<file path="config.mk">
export PLATFORM = sky130hd
export DESIGN_NAME = bsd_root_cell
export DESIGN_NICKNAME = d
export VERILOG_FILES = /design/src/rtl/core/bsd_pkg.sv /design/src/rtl/core/bsd_root_cell.sv
export SDC_FILE = /design/constraint.sdc
export NUM_CORES = 1
export LEC_CHECK = 0
export BUFFER_PORTS_ARGS = -buffer_cell sky130_fd_sc_hd__buf_4
export CAP_MARGIN = 5
export CORE_MARGIN = 10
export CORE_UTILIZATION = 50
export CTS_CLUSTER_DIAMETER = 40
export DETAILED_ROUTE_END_ITERATION = 8
export PLACE_DENSITY = 0.94
export SKIP_CTS_REPAIR_TIMING = 1
export SYNTH_ARGS = -nofsm -noshare
export SYNTH_HDL_FRONTEND = slang
export SYNTH_SLANG_ARGS = --single-unit
</file>
<file path="constraint.sdc">
create_clock -name clk -period 13.1 [get_ports clk]
set_input_delay 1.965 -clock clk [delete_from_list [all_inputs] [get_ports clk]]
set_output_delay 1.965 -clock clk [all_outputs]
set_load 0.03 [all_outputs]
</file>
<file path="src/rtl/core/bsd_pkg.sv">
`timescale 1ns / 1ps
`default_nettype none

package bsd_pkg;

	// widths of the root datapath
	localparam int SUM_W     = 64;
	localparam int ROOT_W    = 32;
	localparam int REM_W     = ROOT_W + 1;
	localparam int NUM_CELLS = ROOT_W;

	localparam logic signed [31:0] S32_MAX = 32'sh7FFF_FFFF;

	// what one root cell hands to the next
	typedef struct packed {
		logic [SUM_W-1:0]  rad;    // radicand bits still to be consumed, top first
		logic [REM_W-1:0]  rem;    // partial remainder
		logic [ROOT_W-1:0] root;   // partial root
		logic signed [31:0] inner; // inside part, travels alongside
	} cell_data_t;

endpackage

`default_nettype wire

</file>
<file path="src/rtl/core/bsd_root_cell.sv">
`timescale 1ns / 1ps
`default_nettype none

module bsd_root_cell (
	input  wire logic                clk,
	input  wire logic                arst_n,
	input  wire logic                up_valid,
	output logic                     up_ready,
	input  wire bsd_pkg::cell_data_t up_data,
	output logic                     dn_valid,
	input  wire logic                dn_ready,
	output bsd_pkg::cell_data_t      dn_data
);
	import bsd_pkg::*;

	logic               vld_q;
	cell_data_t         data_q;
	logic [REM_W+1:0]   cur;
	logic [REM_W+1:0]   trial;
	logic [REM_W+1:0]   diff;
	logic               ge;

	// one restoring step: two radicand bits in, one root bit out
	assign cur   = {up_data.rem, up_data.rad[SUM_W-1 -: 2]};
	assign trial = {1'b0, up_data.root, 2'b01};
	assign ge    = cur >= trial;
	assign diff  = cur - trial;

	assign up_ready = !vld_q || dn_ready;

	always_ff @(posedge clk or negedge arst_n) begin
		if (!arst_n) begin
			vld_q <= 1'b0;
		end else if (up_ready) begin
			vld_q <= up_valid;
		end
	end

	always_ff @(posedge clk) begin
		if (up_ready && up_valid) begin
			data_q.rad   <= {up_data.rad[SUM_W-3:0], 2'b00};
			data_q.rem   <= ge ? diff[REM_W-1:0] : cur[REM_W-1:0];
			data_q.root  <= {up_data.root[ROOT_W-2:0], ge};
			data_q.inner <= up_data.inner;
		end
	end

	assign dn_valid = vld_q;
	assign dn_data  = data_q;

	a_rem_bound: assert property (@(posedge clk) disable iff (!arst_n)
		vld_q |-> {1'b0, data_q.rem} <= {data_q.root, 1'b0, 1'b0} >> 1)
		else $error("partial remainder exceeds twice the partial root");

endmodule

`default_nettype wire

</file>
After elaboration in Yosys (flattened, before gate mapping)
Index checks and enable logic that the tools add are counted.
Widths: inputs -> output; s select.

word-level totals
  output and inout bits = 163
  register bits after elaboration = 160
  word-level logic and storage cells = 11

cells by class
  $lt $le $gt $ge = 1
  add/sub/neg operators = 1
  reductions and logical operators = 3
  multiplexer cells = 1

operators by type and width
  kind               count
  $ge 35x34->1       1
  $mux 33            1
  $sub 33x33->33     1
  $logic_and 1x1->1  1
  $logic_not 1->1    1
  $logic_or 1x1->1   1

Longest topological paths before layout
  word-level depth = 3
  gate-level depth with buffers = 14
  mapped depth without buffers = 11

Least setup slack after synthesis
No wires, ideal clock.

  path type = input-to-reg
  start point = in dn_ready
  end point = reg data_q, in the netlist dn_data[0], enable pin
  stages = 2
  data required time = 12.563 ns
  setup slack = 6.582 ns
  setup time = 0.537 ns
  buffers on the path = 0
  arrival time = 5.981 ns
  path through = nand2b_1 > and2_1

on the way
  longest elaborated chain between the ends = 2

ends and longest elaborated chain
  element            line                 RTL
  from (decl)        bsd_root_cell.sv:11  input wire logic dn_ready,
  $logic_or 1x1->1   bsd_root_cell.sv:29  assign up_ready = !vld_q || dn_ready;
  $logic_and 1x1->1  bsd_root_cell.sv:40  if (up_ready && up_valid) begin
  to (decl)          bsd_root_cell.sv:17  cell_data_t data_q;

Every way passes these cells.
A chain may end at the register's enable or synchronous reset.

Final worst setup path
  start point = in up_data[32] (netlist bit)
  end point = reg data_q, in the netlist dn_data[93], data pin

on the way
  longest elaborated chain between the ends = 2

ends and longest elaborated chain
  element                                         line                                      RTL
  from (decl)                                     bsd_root_cell.sv:9                        input wire bsd_pkg::cell_data_t up_data,
  $sub 33x33->33 or $ge 35x34->1 (tied branches)  bsd_root_cell.sv:27, bsd_root_cell.sv:26
  $mux 33 (*)                                     bsd_root_cell.sv:42                       data_q.rem <= ge ? diff[REM_W-1:0] : cur[REM_W-1:0];

Every way passes the cells marked *; elsewhere a longest branch is shown, timed or not.

==> reports/metrics.cfg <==
[layout]
fillCellCount = 889
drive_above_1_share = 0.426
fin_nets = 1053
area_growth_pct = 45.5
layoutNonFillerInstCount = 1052

[route]
drt_first_iter_violations = 353
wire_per_inst_microns = 24.3
via_per_inst = 5.43
first_pass_iters = 5
drt-total-wl_mm = 25.5
ant_nets = 0
vias = 5710
drc_errors = 0

[setup_path]
critPathKind = in2reg
end_kind = flip-flop
critPathMaxStageDelay_ns = 0.61
critPathLaunchType = input port
cp_slowest_cell = o21ai_4
cp_max_fo = 31
worstPathRequired_ns = 13.28
critPathTopFamily = compound AO/OA/AOI/OAI gates
path_buf_inv = 3
cp.arrival_ns = 5.22
crit_chain = buf_4 > inv_1 > ha_1 > o21ai_0 > a211oi_2 > nand2_1 > a221o_1 > a21oi_1 > a21oi_1 > o21ai_4 > buf_4 > mux2_2

[power]
ir_worst_vdd_uv = 94.1
powerDensity_nw_per_um2 = 140
power.leakage_uw = 0.00446

[floorplan]
design.core.area_sq_um = 13900
fp.dieH_microns = 139
start_util = 0.512
io_pins = 328
die_w_microns = 139
dieArea_sq_um = 19400
placementRows = 43

[clock_network]
cts_num_sinks = 160
cts_tree = yes
cts.path.max_buffers = 2
clkTransAtPathRegs_ns = 0.06
clock-root-buffer = clkbuf_16
clk_latency_ns = 0.42
cts-buffers-inserted = 17
cts_htree_levels = 4

[timing]
finalHoldViolCount = 0
rsz0062_at_grt = false
relSlewSlack = 0.492
period_share = 0.385
fmax_mhz = 198
setup_viol = 0
clock_skew_ns = 0.00881
tightestPinTransition_ns = 0.763
finalMaxSlewViolations = 0
setup_tns_ns = 0
holdWs_ns = 0.640
finalCriticalPeriod_ns = 5.04

[logic_synthesis]
synthSimpleGateAreaFrac = 0.0673
syn_inst = 524
yosysUniqueCellTypes = 49
synth_area_sq_um = 7100
yosys-top-cells-count = edfxtp_1 (159), a21oi_1 (56), nor2_1 (42)
synth_area_leader_cell = edfxtp_1
post-synth-top-area-fraction = 0.672
synth_seq_cells = 160
synthTopCellsByArea = edfxtp_1 (67%), ha_1 (6.0%), a21oi_1 (3.9%)
yosysWarnings = 0
ys_seq_area_frac = 0.676
synth_top_family_by_area = compound AO/OA/AOI/OAI gates
yosys.cell_count.top_type = edfxtp_1
muxShareOfSynthArea = 0.0111
synth-xor-area-share = 0.0345
synth_compound_area_frac = 0.116
synth_edf_count = 159
synth-main-ff-cell = edfxtp_1
synthAdderAreaFrac = 0.0599
synth_area_per_cell_sq_um = 13.6
synth-async-reset-ratio = 0.00625

[grt]
grt_pass1_vias = 5864
grt_overflow = 0
grt_first_pass_wirelength_mm = 36.8
grt_max_degree = 62
grt.total_usage = 0.252
antenna_found_initial = 4

[min_path]
hold_class = reg2reg

[placement]
io_buffers = 325
globalplace.congestion = 0.947
dp_cells = 1015
dp_hpwl_mm = 19.7

[flow_run]
cap_violations = 0

[status]
status = completed

through the flow:
step / area (sq um) / setup slack, ns / power, uW / utilization
finish: 10300 / 8.06 / 1440 / 0.745
global route: 10300 / 7.81 / 1490 / 0.745
CTS: 10300 / 8.07 / 1450 / 0.744
detailed placement: 9710 / 7.65 / 925 / 0.699
global placement: 9710 / 7.82 / 915 / 0.699
floorplan: 7110 / 6.58 / 807 / -
cell type report:
class                      instances  area, sq um  share of cell area
tap                              180          225              0.0218
clock inverter                    13          184              0.0178
antenna                            5         12.5             0.00121
clock buffer                      19          433              0.0419
sequential                       160         4800               0.464
inverter                          39          146              0.0142
multi-input combinational        308         2070               0.200
timing repair buffer             328         2460               0.238
cell families after synthesis:
group                    after synthesis
flip-flops                           160
AO/OA/AOI/OAI                        131
AND/OR/NAND/NOR                      106
buffers and inverters                 57
adder cells (fa/ha/maj)               34
XOR/XNOR                              28
multiplexers                           7
other                                  1
layout by cell type (no fill, tap or decap), drive strengths merged, types with 6 or more instances in the layout:
cell type	instances
buf	328
edfxtp	159
a21oi	58
nor2	42
inv	42
ha	34
nand2	28
o21ai	21
xnor2	19
clkbuf	19
a21o	9
xor2	9
o21a	8
nand3	8
mux2	7
o21bai	6
nand4	6
nand2b	6
sequential cells by signal, summed over array words and instances (netlist names):
signal / flops
dn_data: 159
dn_valid: 1
metal layers:
layer	global-route usage	vias to the layer above	wire [microns]
li1	-	2614	-
met5	0	-	0
met2	0.457	315	13800
met3	0.0901	42	2360
met1	0.254	2739	8770
met4	0.104	0	636
where the power goes:
part | leakage [uW] | internal, uW | switching [uW]
Combinational | 0.00265 | 120 | 178
Clock | 0.000293 | 320 | 207
Sequential | 0.00152 | 608 | 11.3
worst reg2reg max path, delay by kind of cell (launching register included):
family / cells / cell delay [ns]
simple gates: 2 / 0.77
flops: 1 / 0.39
buf+inv: 2 / 1.44
path summary, 6_finish.rpt:
check                       startpoint            to  slack [ns]  cells after the start
max                        up_data[32]   dn_data[93]        8.06                     12
min                           dn_valid      dn_valid        0.64                      2
max reg2reg                   dn_valid  dn_data[117]       10.08                      4
min reg2reg                   dn_valid      dn_valid        0.64                      2
max in group asynchronous       arst_n      dn_valid       11.72                      1
min in group asynchronous       arst_n      dn_valid        1.30                      1
(Power assumes the default switching activity.)
