==> config.mk <==
export PLATFORM = sky130hd
export DESIGN_NAME = bsd_tail_flat
export DESIGN_NICKNAME = d
export VERILOG_FILES = /design/src/rtl/core/bsd_pkg.sv /design/src/rtl/core/bsd_if.sv /design/src/rtl/core/bsd_tail.sv /design/src/flat_wrapper.sv
export SDC_FILE = /design/constraint.sdc
export NUM_CORES = 1
export LEC_CHECK = 0
export ABC_AREA = 1
export BUFFER_PORTS_ARGS = -buffer_cell sky130_fd_sc_hd__buf_2
export CAP_MARGIN = 20
export CORE_MARGIN = 1.5
export CORE_UTILIZATION = 41
export CTS_CLUSTER_DIAMETER = 100
export DETAILED_ROUTE_END_ITERATION = 8
export GPL_TIMING_DRIVEN = 1
export PLACE_DENSITY_LB_ADDON = 0.12
export REMOVE_ABC_BUFFERS = 1
export SYNTH_ARGS = -nofsm -noshare
export SYNTH_HDL_FRONTEND = slang
export SYNTH_SLANG_ARGS = --single-unit
==> constraint.sdc <==
create_clock -name clk -period 2.2 [get_ports clk]
set_input_delay 0.11 -clock clk [delete_from_list [all_inputs] [get_ports clk]]
set_output_delay 0.11 -clock clk [all_outputs]
set_load 0.02 [all_outputs]
==> src/rtl/core/bsd_pkg.sv <==
`timescale 1ns / 1ps
`default_nettype none

package bsd_pkg;

	// widths of the root datapath
	localparam int SUM_W     = 64;
	localparam int ROOT_W    = 32;
	localparam int REM_W     = ROOT_W + 1;
	localparam int NUM_CELLS = ROOT_W;

	localparam logic signed [31:0] S32_MAX = 32'sh7FFF_FFFF;

	// what one root cell hands to the next
	typedef struct packed {
		logic [SUM_W-1:0]  rad;    // radicand bits still to be consumed, top first
		logic [REM_W-1:0]  rem;    // partial remainder
		logic [ROOT_W-1:0] root;   // partial root
		logic signed [31:0] inner; // inside part, travels alongside
	} cell_data_t;

endpackage

`default_nettype wire

==> src/rtl/core/bsd_if.sv <==
`timescale 1ns / 1ps
`default_nettype none


interface bsd_out_if;
	logic               valid;
	logic               ready;
	logic signed [31:0] signed_distance;

	modport source (
		output valid, signed_distance,
		input  ready
	);
	modport sink (
		input  valid, signed_distance,
		output ready
	);
endinterface

`default_nettype wire

==> src/rtl/core/bsd_tail.sv <==
`timescale 1ns / 1ps
`default_nettype none

module bsd_tail (
	input  wire logic                clk,
	input  wire logic                arst_n,
	input  wire logic                up_valid,
	output logic                     up_ready,
	input  wire bsd_pkg::cell_data_t up_data,
	bsd_out_if.source                distance
);
	import bsd_pkg::*;

	logic               vld_q;
	logic signed [31:0] dist_q;
	logic signed [33:0] total;

	assign total = $signed({2'b00, up_data.root})
		+ $signed({{2{up_data.inner[31]}}, up_data.inner});

	assign up_ready = !vld_q || distance.ready;

	always_ff @(posedge clk or negedge arst_n) begin
		if (!arst_n) begin
			vld_q <= 1'b0;
		end else if (up_ready) begin
			vld_q <= up_valid;
		end
	end

	always_ff @(posedge clk) begin
		if (up_ready && up_valid) begin
			dist_q <= (total > $signed({2'b00, S32_MAX})) ? S32_MAX : total[31:0];
		end
	end

	assign distance.valid           = vld_q;
	assign distance.signed_distance = dist_q;

	a_root_excludes_inner: assert property (@(posedge clk) disable iff (!arst_n)
		up_valid && up_data.root != '0 |-> up_data.inner == 32'sd0)
		else $error("non-zero root arrived with a negative inside part");

endmodule

`default_nettype wire
==> src/flat_wrapper.sv <==
// flat-port wrapper written by rule: the top's interface ports become plain ports
module bsd_tail_flat import bsd_pkg::*;
  (clk, arst_n, up_valid, up_ready, up_data, distance_valid, distance_signed_distance, distance_ready);
  bsd_out_if distance_i ();
  input  wire logic clk;
  input  wire logic arst_n;
  input  wire logic up_valid;
  output logic up_ready;
  input  wire bsd_pkg::cell_data_t up_data;
  output wire logic [$bits(distance_i.valid)-1:0] distance_valid;
  output wire logic [$bits(distance_i.signed_distance)-1:0] distance_signed_distance;
  input wire logic [$bits(distance_i.ready)-1:0] distance_ready;
  assign distance_valid = distance_i.valid;
  assign distance_signed_distance = distance_i.signed_distance;
  assign distance_i.ready = distance_ready;
  bsd_tail u_core (.clk(clk), .arst_n(arst_n), .up_valid(up_valid), .up_ready(up_ready), .up_data(up_data), .distance(distance_i));
endmodule
# Yosys cells after proc, flatten, opt, wreduce, memory -nomap -nowiden
# Cells that the tools add are included.
[word_totals] ff_bits=33 input_bits=165 out_inout_bits=34
[op_classes] addsub=1 order_cmp=1 reduce_logical=3
[ops] op="adder 33 x 32 -> 34 bit" n=1
[ops] op="> comparator 34 x 32 -> 1 bit (second input constant)" n=1
[ops] op="logical AND 1 bit" n=1
[ops] op="zero test 1 bit" n=1
[ops] op="logical OR 1 bit" n=1

# Logic depth before layout (Yosys ltp)
[logic_depth] depth_word=3 mapped_depth=17

# Worst setup path before layout
# No wires, ideal clock.
[synth_path] kind="register to register" from="register u_core.vld_q (netlist: u_core.distance.valid)" to="register u_core.dist_q[0] (netlist: u_core.distance.signed_distance[0]) (enable)" setup_ns=0.432 arrival_time_ns=2.095 required_ns=1.768 path_slack_ns=-0.327 path_stages_with_launch=2 n_path_buf=0 period_less_slack_ns=2.527 cell_sequence="dfrtp_1 > a21oi_1"
[synth_via] elab_chain_len=3
[synth_lines] item="from (decl)" line_no="bsd_tail.sv:14" source="logic vld_q;"
[synth_lines] item="from (signal assigned)" line_no="bsd_tail.sv:27" source="vld_q <= up_valid;"
[synth_lines] item="zero test 1 bit" line_no="bsd_tail.sv:21" source="assign up_ready = !vld_q || distance.ready;"
[synth_lines] item="logical OR 1 bit" line_no="bsd_tail.sv:21"
[synth_lines] item="logical AND 1 bit" line_no="bsd_tail.sv:32" source="if (up_ready && up_valid) begin"
[synth_lines] item="to (signal assigned)" line_no="bsd_tail.sv:33" source="dist_q <= (total > $signed({2'b00, S32_MAX})) ? S32_MAX : total[31:0];"
[synth_lines] item="to (decl)" line_no="bsd_tail.sv:15" source="logic signed [31:0] dist_q;"
# No other way between the ends.
# A chain may end at the register's enable or synchronous reset.

# Worst setup path in the final report
[layout_path] from="input port up_data[0] (netlist name)" to="register u_core.dist_q[24] (netlist: u_core.distance.signed_distance[24]) (data pin)"
[layout_via] elab_chain_len=2
[layout_lines] item="from (decl)" line_no="flat_wrapper.sv:9" source="input wire bsd_pkg::cell_data_t up_data;"
[layout_lines] item="adder 33 x 32 -> 34 bit *" line_no="bsd_tail.sv:19" source="+ $signed({{2{up_data.inner[31]}}, up_data.inner});"
[layout_lines] item="> comparator 34 x 32 -> 1 bit" line_no="bsd_tail.sv:33"
# Every way passes the cells marked *; elsewhere a longest branch is shown, timed or not.

==> metrics.cfg <==
[global_routing]
antenna_found_initial=0
grt_use_total_pct=20.5
grt_start_max_net_pins=33
grt_pass1_vias=3089
overflow=0
grt_pass1_wl_microns=14000

[cts]
clk_pin_slew_ps=60
cts_buffer_depth=2
clockRootBuffer=clkbuf_8
tritoncts=yes
clock_latency_ps=280
cts.htree.levels=2
clkSinkCount=33
cts_buffers=5
post_cts_buffers=0

[critical_path]
reg2reg_slack_ps=930
r2r_end=u_core.distance.signed_distance[4]$_SDFFCE_PN1P_
worst_ep_arrival_time_ps=2100
end_kind=register
path_max_fanout=8
required_ps=2230
worst-setup-path-type=primary input to register
reg2reg_depth=2
r2r-start=u_core.distance.valid$_DFFE_PN0N_
cp-start-kind=primary input

[layout]
nets=817
area_growth_syn_to_layout_pct=32.0
layout-drive-gt1-share_pct=31.2
antennaDiodeCount=0
register_area_sq_um=986
nFillCells=803
instances_no_fill=721
multi_input_area_sq_um=2160

[power]
power_mw=2.49
pwr_density_cell_nw_per_um2=557
ir_drop_mv=0.277
leakagePower_nw=2.32

[detailed_routing]
drtAntennaViolNets=0
firstDrtPassIters=5
viasPerCell=4.70
drc=0
vias=3390
drt_iter0_markers=129
wire_per_inst_microns=12.4
drt-total-wl_microns=8940

[yosys]
synth_top_cells_by_area=edfxtp_1 28%, nand2_1 17%, ha_1 12%
yosysTopAreaCellShare_pct=28.4
synth_cell_types=30
synth_edf_count=32
ys_ff_latch=33
syn_inst=474
async_reset_ff_share_pct=3.03
ys_warn_count=0
synthesis.area_sq_um=3380
yosysMostFrequentCell=nand2_1
synth_top_area_cell=edfxtp_1
ys_seq_area_share_pct=29.2
synth_commonest_cells=156 x nand2_1, 59 x inv_1, 35 x a21oi_1, 35 x nor2_1, 33 x ha_1
synth_flop_cell=edfxtp_1
avgSynthCellArea_sq_um=7.13

[placed_design]
port_buffers=101
dp.final_hpwl_microns=7680
routabilityCongestion=0.926
dpl.cell_count=709

[floorplanning]
dieArea_sq_um=8800
core_area_sq_um=7850
die_w_microns=93.8
io_pins=199
die_y_microns=93.8
row_count=32
start_util_pct=43.1

[sta]
finalHoldViolations=0
setup_viol=0
min_period_ps=2070
tightest_slew_ps=384
fin_worst_skew_ps=3.07
max_freq_ghz=0.482
relSlewSlack_pct=74.4
slew_violations=0
fin_crit_sh_pct=94.3

[worst_hold_path]
holdPathEnd=u_core.distance.valid$_DFFE_PN0N_
hold_path.class=primary input to register
min_path_cells=3
min-delay-start=up_valid

[flow_run]
cap_violations=0

[status]
status=complete, no violations

placed cells by master (no fill, tap or decap), drive strengths merged:
| cell | instances |
|---|---|
| o21bai | 11 |
| and2 | 2 |
| nor3b | 1 |
| nand3 | 23 |
| o2111ai | 1 |
| inv | 62 |
| xor2 | 10 |
| nand2 | 184 |
| o21a | 1 |
| fa | 1 |
| clkinv | 1 |
| a21o | 2 |
| edfxtp | 32 |
| o21ai | 3 |
| bufinv | 1 |
| xnor2 | 15 |
| nand4 | 5 |
| or2 | 1 |
| ha | 33 |
| nor2 | 38 |
| clkbuf | 8 |
| a21oi | 37 |
| buf | 137 |
| dfrtp | 1 |
| and3 | 1 |
| nor3 | 7 |
| dlygate4sd3 | 1 |
registers in the layout, summed over array words and instances, names as in the netlist:
name                             count
u_core.distance.valid                1
u_core.distance.signed_distance     32
cells by family after synthesis:
kind of cell,count (synthesis),synth area share [%]
xor gates and xnor gates,25,6.48
and+or+nand+nor,262,33.7
DFF,33,29.2
AOI/OAI and AO/OA,55,9.84
buffers and inverters,65,7.99
adders and majority gates,34,12.8
metal layers:
| metal | part of all wire (%) | global-route usage, % | vias to the layer above |
|---|---|---|---|
| met1 | 51 | 30.6 | 1483 |
| met5 | 0 | 0 | - |
| li1 | - | - | 1821 |
| met2 | 43 | 31.3 | 78 |
| met4 | 1.1 | 5.60 | 0 |
| met3 | 4.5 | 1.86 | 8 |
cell type report:
cell class | instances | area share, %
clock buffer | 6 | 1.63
multi-input combinational | 376 | 48.4
clock inverter | 2 | 0.757
timing repair buffer | 140 | 19.1
sequential | 33 | 22.1
tap | 102 | 2.86
inverter | 62 | 5.21
worst max-delay path, cell delays in order:
cell and delay (ps):
buf_2 80, ha_2 170, inv_1 50, fa_1 380
inv_1 70, nand2_1 80, nand2_2 80, nand3_1 80
nand2_2 90, nand2_1 60, nand2_2 80, nand2_2 70
nand3_1 70, nand2_1 90, o21ai_4 280, clkbuf_16 220
nand2_1 50
metrics by stage:
step / setup TNS [ps] / hold WS, ps / util, % / area, sq um / setup slack (ps)
2_1_floorplan: -14340 / -186 / - / 3340 / -327
3_3_place_gp: -2630 / -115 / 54.3 / 4260 / -96.3
3_5_place_dp: -3790 / -115 / 54.3 / 4260 / -140
4_1_cts: 0 / 52.7 / 55.8 / 4380 / 157
5_1_grt: -290 / 71.3 / 56.9 / 4460 / -22.0
6_report: 0 / 57.3 / 56.9 / 4460 / 125
timing repair:
| item | in CTS | in global routing |
|---|---|---|
| resized for setup | 0 | 7 |
| setup endpoints to repair | 0 | 1 |
| endpoints found under the hold margin | 1 | 0 |
| hold buffers | 1 | 0 |
power breakdown:
group | switching (mW) | total (mW) | leakage, nW | internal [mW]
logic | 0.668 | 1.14 | 1.96 | 0.473
clock network | 0.201 | 0.534 | 0.0528 | 0.334
registers | 0.0154 | 0.812 | 0.304 | 0.796
how the worst max path moves through the flow:
stage / startpoint / to / slack [ps] / cells past startpoint
floorplan: u_core.distance.valid$_DFFE_PN0N_ / u_core.distance.signed_distance[0]$_SDFFCE_PN1P_ / -330 / 1
global placement: up_data[0] / u_core.distance.signed_distance[20]$_SDFFCE_PN1P_ / -100 / 17
detailed placement: up_data[0] / u_core.distance.signed_distance[3]$_SDFFCE_PN1P_ / -140 / 17
CTS: up_data[0] / u_core.distance.signed_distance[3]$_SDFFCE_PN1P_ / 160 / 17
global route: up_data[0] / u_core.distance.signed_distance[22]$_SDFFCE_PN1P_ / -20 / 17
finish: up_data[0] / u_core.distance.signed_distance[24]$_SDFFCE_PN1P_ / 130 / 17
No activity file was read; power rests on OpenSTA's default activity.
